[src/design/slic_pkg.sv]
`timescale 1ns / 1ps
// Package for the sorted-list intersection counter: item types, action codes,
// back-end states, default sizes and the saturating counter step. No dependencies.
package slic_pkg;

    localparam int LIST_DEPTH_DEFAULT = 256;
    localparam int ID_BITS_DEFAULT    = 32;
    localparam int CMD_DEPTH_DEFAULT  = 4;

    localparam int IdFieldW = 32;
    localparam int ActW     = 3;
    localparam int SlotW    = 8;
    localparam int CntW     = 9;
    localparam logic [CntW-1:0] CntMax = '1;

    typedef enum logic [ActW-1:0] {
        ACT_START_OWN = 3'd0,
        ACT_ADD_OWN   = 3'd1,
        ACT_START_NB  = 3'd2,
        ACT_EDGE      = 3'd3,
        ACT_END_NB    = 3'd4,
        ACT_READ_SLOT = 3'd5
    } t_action;

    typedef struct packed {
        logic [ActW-1:0]     action;
        logic [IdFieldW-1:0] vertex_id;
        logic [SlotW-1:0]    slot;
    } t_in_item;

    typedef struct packed {
        logic [IdFieldW-1:0] result_id;
        logic [CntW-1:0]     match_count;
        logic                slot_valid;
        logic                list_overflow;
    } t_out_item;

    // Classified command as it sits in the queue between front and back.
    typedef struct packed {
        t_action             action;
        logic [IdFieldW-1:0] id;
        logic [SlotW-1:0]    slot;
    } t_cmd;

    typedef enum logic [1:0] {
        S_IDLE,
        S_MERGE,
        S_SLOT
    } t_state;

    function automatic logic [CntW-1:0] sat_inc(input logic [CntW-1:0] c);
        sat_inc = (c == CntMax) ? c : c + 1'b1;
    endfunction

endpackage

[src/design/slic_cmd_fifo.sv]
`timescale 1ns / 1ps
// Short command queue between the front and back of the intersection counter.
// Depends on slic_pkg for the command type.
module slic_cmd_fifo #(
    parameter int DEPTH = slic_pkg::CMD_DEPTH_DEFAULT
) (
    input  logic          i_clk,
    input  logic          i_rst_n,
    input  logic          i_push,
    input  slic_pkg::t_cmd i_cmd,
    output logic          o_full,
    output logic          o_valid,
    output slic_pkg::t_cmd o_cmd,
    input  logic          i_pop
);

    localparam int AW = (DEPTH > 1) ? $clog2(DEPTH) : 1;
    localparam int NW = $clog2(DEPTH + 1);

    slic_pkg::t_cmd r_mem [DEPTH];
    logic [AW-1:0]  r_wr_ptr, n_wr_ptr;
    logic [AW-1:0]  r_rd_ptr, n_rd_ptr;
    logic [NW-1:0]  r_count, n_count;
    logic           w_push, w_pop;

    assign o_full  = (r_count == NW'(DEPTH));
    assign o_valid = (r_count != '0);
    assign o_cmd   = r_mem[r_rd_ptr];
    assign w_push  = i_push && !o_full;
    assign w_pop   = i_pop && o_valid;

    always_comb begin
        n_wr_ptr = r_wr_ptr;
        n_rd_ptr = r_rd_ptr;
        n_count  = r_count;
        if (w_push) begin
            n_wr_ptr = (r_wr_ptr == AW'(DEPTH - 1)) ? '0 : r_wr_ptr + 1'b1;
        end
        if (w_pop) begin
            n_rd_ptr = (r_rd_ptr == AW'(DEPTH - 1)) ? '0 : r_rd_ptr + 1'b1;
        end
        if (w_push && !w_pop) begin
            n_count = r_count + 1'b1;
        end else if (w_pop && !w_push) begin
            n_count = r_count - 1'b1;
        end
    end

    always_ff @(posedge i_clk) begin
        if (!i_rst_n) begin
            r_wr_ptr <= '0;
            r_rd_ptr <= '0;
            r_count  <= '0;
        end else begin
            r_wr_ptr <= n_wr_ptr;
            r_rd_ptr <= n_rd_ptr;
            r_count  <= n_count;
        end
    end

    always_ff @(posedge i_clk) begin
        if (w_push) begin
            r_mem[r_wr_ptr] <= i_cmd;
        end
    end

endmodule

[config.mk]
export PLATFORM = sky130hd
export DESIGN_NAME = slic_cmd_fifo
export DESIGN_NICKNAME = d
export VERILOG_FILES = /design/src/design/slic_pkg.sv /design/src/design/slic_cmd_fifo.sv
export SDC_FILE = /design/constraint.sdc
export NUM_CORES = 1
export LEC_CHECK = 0
export ABC_AREA = 1
export CORE_MARGIN = 5
export CORE_UTILIZATION = 55
export DETAILED_ROUTE_END_ITERATION = 7
export DONT_BUFFER_PORTS = 1
export HOLD_SLACK_MARGIN = 0.08
export PLACE_DENSITY = 0.77
export SYNTH_ARGS = -nofsm -noshare
export SYNTH_HDL_FRONTEND = slang
export SYNTH_SLANG_ARGS = --single-unit
[constraint.sdc]
create_clock -name i_clk -period 7.29 [get_ports i_clk]
set_input_delay 1.458 -clock i_clk [delete_from_list [all_inputs] [get_ports i_clk]]
set_output_delay 1.458 -clock i_clk [all_outputs]
set_load 0.03 [all_outputs]
# Yosys cells after proc, flatten, opt, wreduce, memory -nomap -nowiden
# Memory sizes are Yosys's and may differ from the RTL's. A register that Yosys moved wholly into a read port is not among the register bits.
# Cells that the tools add are included.
# totals
regBits	7
ram_bits	172
wordCells	28
n_memories	1
# mem_list
memory	words	word_bits	read_ports	rd_ports_with_merged_regs	write_ports	line	rtl
r_mem	4	43	1	1	1	slic_cmd_fifo.sv:20	slic_pkg::t_cmd r_mem [DEPTH];
# classes
add_sub_neg	4
eq_ne	3
n_mux	8
reduce_logical	9
# op_table
cell	count
$mux W2	4
$mux W3	2
$add A2 B1 Y2 const B	2
$eq A2 B2 Y1 const B	2
$logic_and A1 B1 Y1	4
$add A3 B1 Y3 const B	1
$eq A3 B3 Y1 const B	1
$logic_not A1 Y1	3
$reduce_bool A3 Y1	1
$sub A3 B1 Y3 const B	1
$mux W1	2
$reduce_bool A2 Y1	1

# Depth between registers and ports, before layout
# depth
ltp_word	7
depth_mapped	13

# Least setup slack after synthesis
# Ideal clock, no wire load.
# synth_path
path_type	input -> register
startpoint	input i_push
endpoint	memory r_mem[0][0] (netlist bit) (enable)
setup_ns	0.444
t_arrival_ns	3.411
t_required_ns	6.846
slack_ns	3.436
cell_stages	2
n_path_buf	0
cell_sequence	nand2_1 nor2_1
# synth_via
elab_chain_len	3
# synth_lines
item	line	rtl
from (decl)	slic_cmd_fifo.sv:9	input logic i_push,
$logic_and A1 B1 Y1	slic_cmd_fifo.sv:29	assign w_push = i_push && !o_full;
$mux W1	slic_cmd_fifo.sv:62	if (w_push) begin
$mux W1 (not written as such)	slic_cmd_fifo.sv:63	r_mem[r_wr_ptr] <= i_cmd;
to (decl)	slic_cmd_fifo.sv:20	
# No other way between the ends.

==> results.json <==
{
  "die_y_um": 122,
  "reg2reg_depth": 9,
  "combinationalPowerShare": 0.266,
  "ys_top_cells_by_area": "edfxtp_1 (75%), o21ai_0 (5.9%), nor2_1 (5.6%), o22ai_1 (3.9%), dfxtp_1 (2.6%)",
  "avgSynthCellArea_um2": 14.1,
  "rows": 40,
  "grt_max_degree": 87,
  "synth_top_area_share": 0.754,
  "cts_tree": "done",
  "ys_seq_elements": 181,
  "pre_cts_ws_ns": 3.71,
  "place_hpwl_um": 6960,
  "finClkSkew_ns": 0.00557,
  "cts_num_sinks": 181,
  "maxCapViolCount": 0,
  "portBuffers": 0,
  "worst_ep_required_time_ns": 5.83,
  "slew_headroom": 0.438,
  "die_w_um": 122,
  "start_kind": "flop",
  "clock.fmax_ghz": 0.248,
  "drcViolationCount": 0,
  "antenna_found_initial": 0,
  "finalWirelength_um": 12700,
  "setup-tns-final_ns": 0,
  "min-delay-path-class": "flop to flop",
  "postCtsSetupBuffers": 0,
  "root_buffer": "clkbuf_16",
  "period_needed_ns": 4.03,
  "hold_buffers": 0,
  "netlist_top_cells_count": "edfxtp_1 (172), nor2_1 (103), o21ai_0 (81)",
  "worstSetupPathDepth": 4,
  "yosysSeqAreaShare": 0.780,
  "numCtsBuffers": 17,
  "cts.repair.resized": 0,
  "p_seq_frac": 0.431,
  "grt_pass1_vias": 3680,
  "criticalPathCategory": "flop to output pin",
  "outcome": "complete, no violations",
  "worstPathCellList": "inv_2 -> buf_4 -> o21ai_0 -> o22ai_1",
  "syn_to_final_growth_pct": 10.8,
  "path_buf_inv": 2,
  "path_clk_slew_ns": 0.06,
  "post-route-period-util": 0.553,
  "crit_slowest_cell": "o22ai_1",
  "critPathMaxFanout": 48,
  "setup_viol": 0,
  "synth_fp_nets": 540,
  "syn_area_um2": 6850,
  "arrival_ns": 2.58,
  "htree_levels": 4,
  "vdd_drop_max_v": 0.000273,
  "initial_core_util": 0.565,
  "layout-drive-gt1-share": 0.0884,
  "rsz0062_at_grt": "false",
  "max_stage_delay_ns": 0.66,
  "vias": 3772,
  "p_leak_nw": 2.53,
  "dr_wl_met3_um": 1380,
  "drt_iter0_drc": 318,
  "wl_met2_um": 6250,
  "top_layer": "met4",
  "vias_per_cell": 5.66,
  "synthCells": 486,
  "diodes": 0,
  "yosys_warnings": 0,
  "seq_area_um2": 5350,
  "cts.path.max_buffers": 2,
  "die_area_um2": 14800,
  "gp_congestion": 0.720,
  "overflow": 0,
  "num_io_pins": 92,
  "min_path_cells": 2,
  "hold_viol": 0,
  "worstMarginPinSlew_ns": 0.842,
  "synth_area_leader_cell": "edfxtp_1",
  "antenna_left": 0,
  "power_frac_clock": 0.303,
  "grt_usage": 0.176,
  "power-per-cell-area_nw_per_um2": 406,
  "fin_nets": 539,
  "p_sw_w": 0.00109,
  "slew_viol_final": 0,
  "grt_pass1_wl_um": 19300,
  "wl_per_cell_um": 19.1,
  "critPathTopFamily": "buffers and inverters",
  "p_int_w": 0.00199,
  "async_reset_ff_frac": 0,
  "switching_share": 0.353,
  "core_um2": 12100,
  "synth_edf_count": 172,
  "yosysMostFrequentCell": "edfxtp_1",
  "worstSkewPairLatency_ns": 0.42,
  "multi_input_area_um2": 1310,
  "synthFlopType": "edfxtp_1",
  "worst_slack_ns": 3.26,
  "cp-end-kind": "output pin",
  "firstDrtPassIters": 4,
  "synth_cell_types": 19,
  "fill_cells": 898,
  "drt-met1-wl_um": 4860
}
==> tightest hold or removal path: cells and delay by family, from the launching register on <==
family / cells / cell delay, ns
AO/OA/AOI/OAI: 1 / 0.06
buffers and inverters: 1 / 0.07
flip-flops: 1 / 0.33
==> flip-flops by register name (all words and copies together), names as in the netlist, named ones only <==
signal,cells
r_mem,172
r_count,3
r_rd_ptr,2
r_wr_ptr,2
==> routing by layer <==
metal  track usage  up-vias
met5             0        -
met4        0.0742        0
met3        0.0817       23
met2         0.282      126
met1         0.206     1836
li1              -     1787
==> layout by cell type, fill, tap and decap left out, types with 4 or more instances in the layout <==
cell type,instances
clkbuf_16,17
inv_1,16
nand2_1,15
o21ai_1,7
dfxtp_1,7
nor2_1,99
edfxtp_1,172
o21ai_0,81
bufinv_16,4
buf_4,6
ha_1,6
o22ai_1,43
clkinv_2,5
nor2_4,4
==> per-stage QoR <==
stage / std cells / hold WS [ns] / area, um2 / total power, W / utilization
after global placement: 634 / 0.489 / 6980 / 0.00215 / 0.576
after detailed placement: 634 / 0.498 / 6980 / 0.00218 / 0.576
final: 666 / 0.506 / 7590 / 0.00308 / 0.627
after floorplan: 486 / 0.480 / 6850 / 0.00204 / -
after global routing: 666 / 0.546 / 7590 / 0.00323 / 0.627
after CTS: 666 / 0.508 / 7590 / 0.00311 / 0.627
==> power groups by stage <==
| stage | registers (W) | clock network (W) | logic [W] |
|---|---|---|---|
| after floorplan | 0.00132 | 0 | 0.000712 |
| after global routing | 0.00134 | 0.000997 | 0.000892 |
| after global placement | 0.00134 | 0 | 0.000809 |
| final | 0.00133 | 0.000935 | 0.000820 |
| after detailed placement | 0.00135 | 0 | 0.000826 |
| after CTS | 0.00133 | 0.000951 | 0.000830 |
==> worst paths after layout <==
| path | slack [ns] | from | end |
|---|---|---|---|
| setup reg to reg | 5.14 | r_count[1] | r_count[1] |
| hold / removal | 0.51 | r_count[0] | r_count[0] |
| setup / recovery | 3.26 | flop | o_cmd[26] |
| hold reg to reg | 0.51 | r_count[0] | r_count[0] |
==> final cells by class <==
class / count / area share
sequential: 181 / 0.705
multi-input combinational: 261 / 0.172
clock buffer: 18 / 0.0566
tap: 168 / 0.0277
clock inverter: 14 / 0.0241
inverter: 18 / 0.00890
timing repair buffer: 6 / 0.00594
==> cell families (layout without fill, tap and decap cells) <==
kind of cell	Yosys count	count (layout)	synth area share
compound gates	133	133	0.105
flops	181	181	0.780
simple gates	121	121	0.0674
buf+inv	44	56	0.0332
fa+ha+maj	7	7	0.0139
Note: power is estimated with default switching activity, not from simulation.
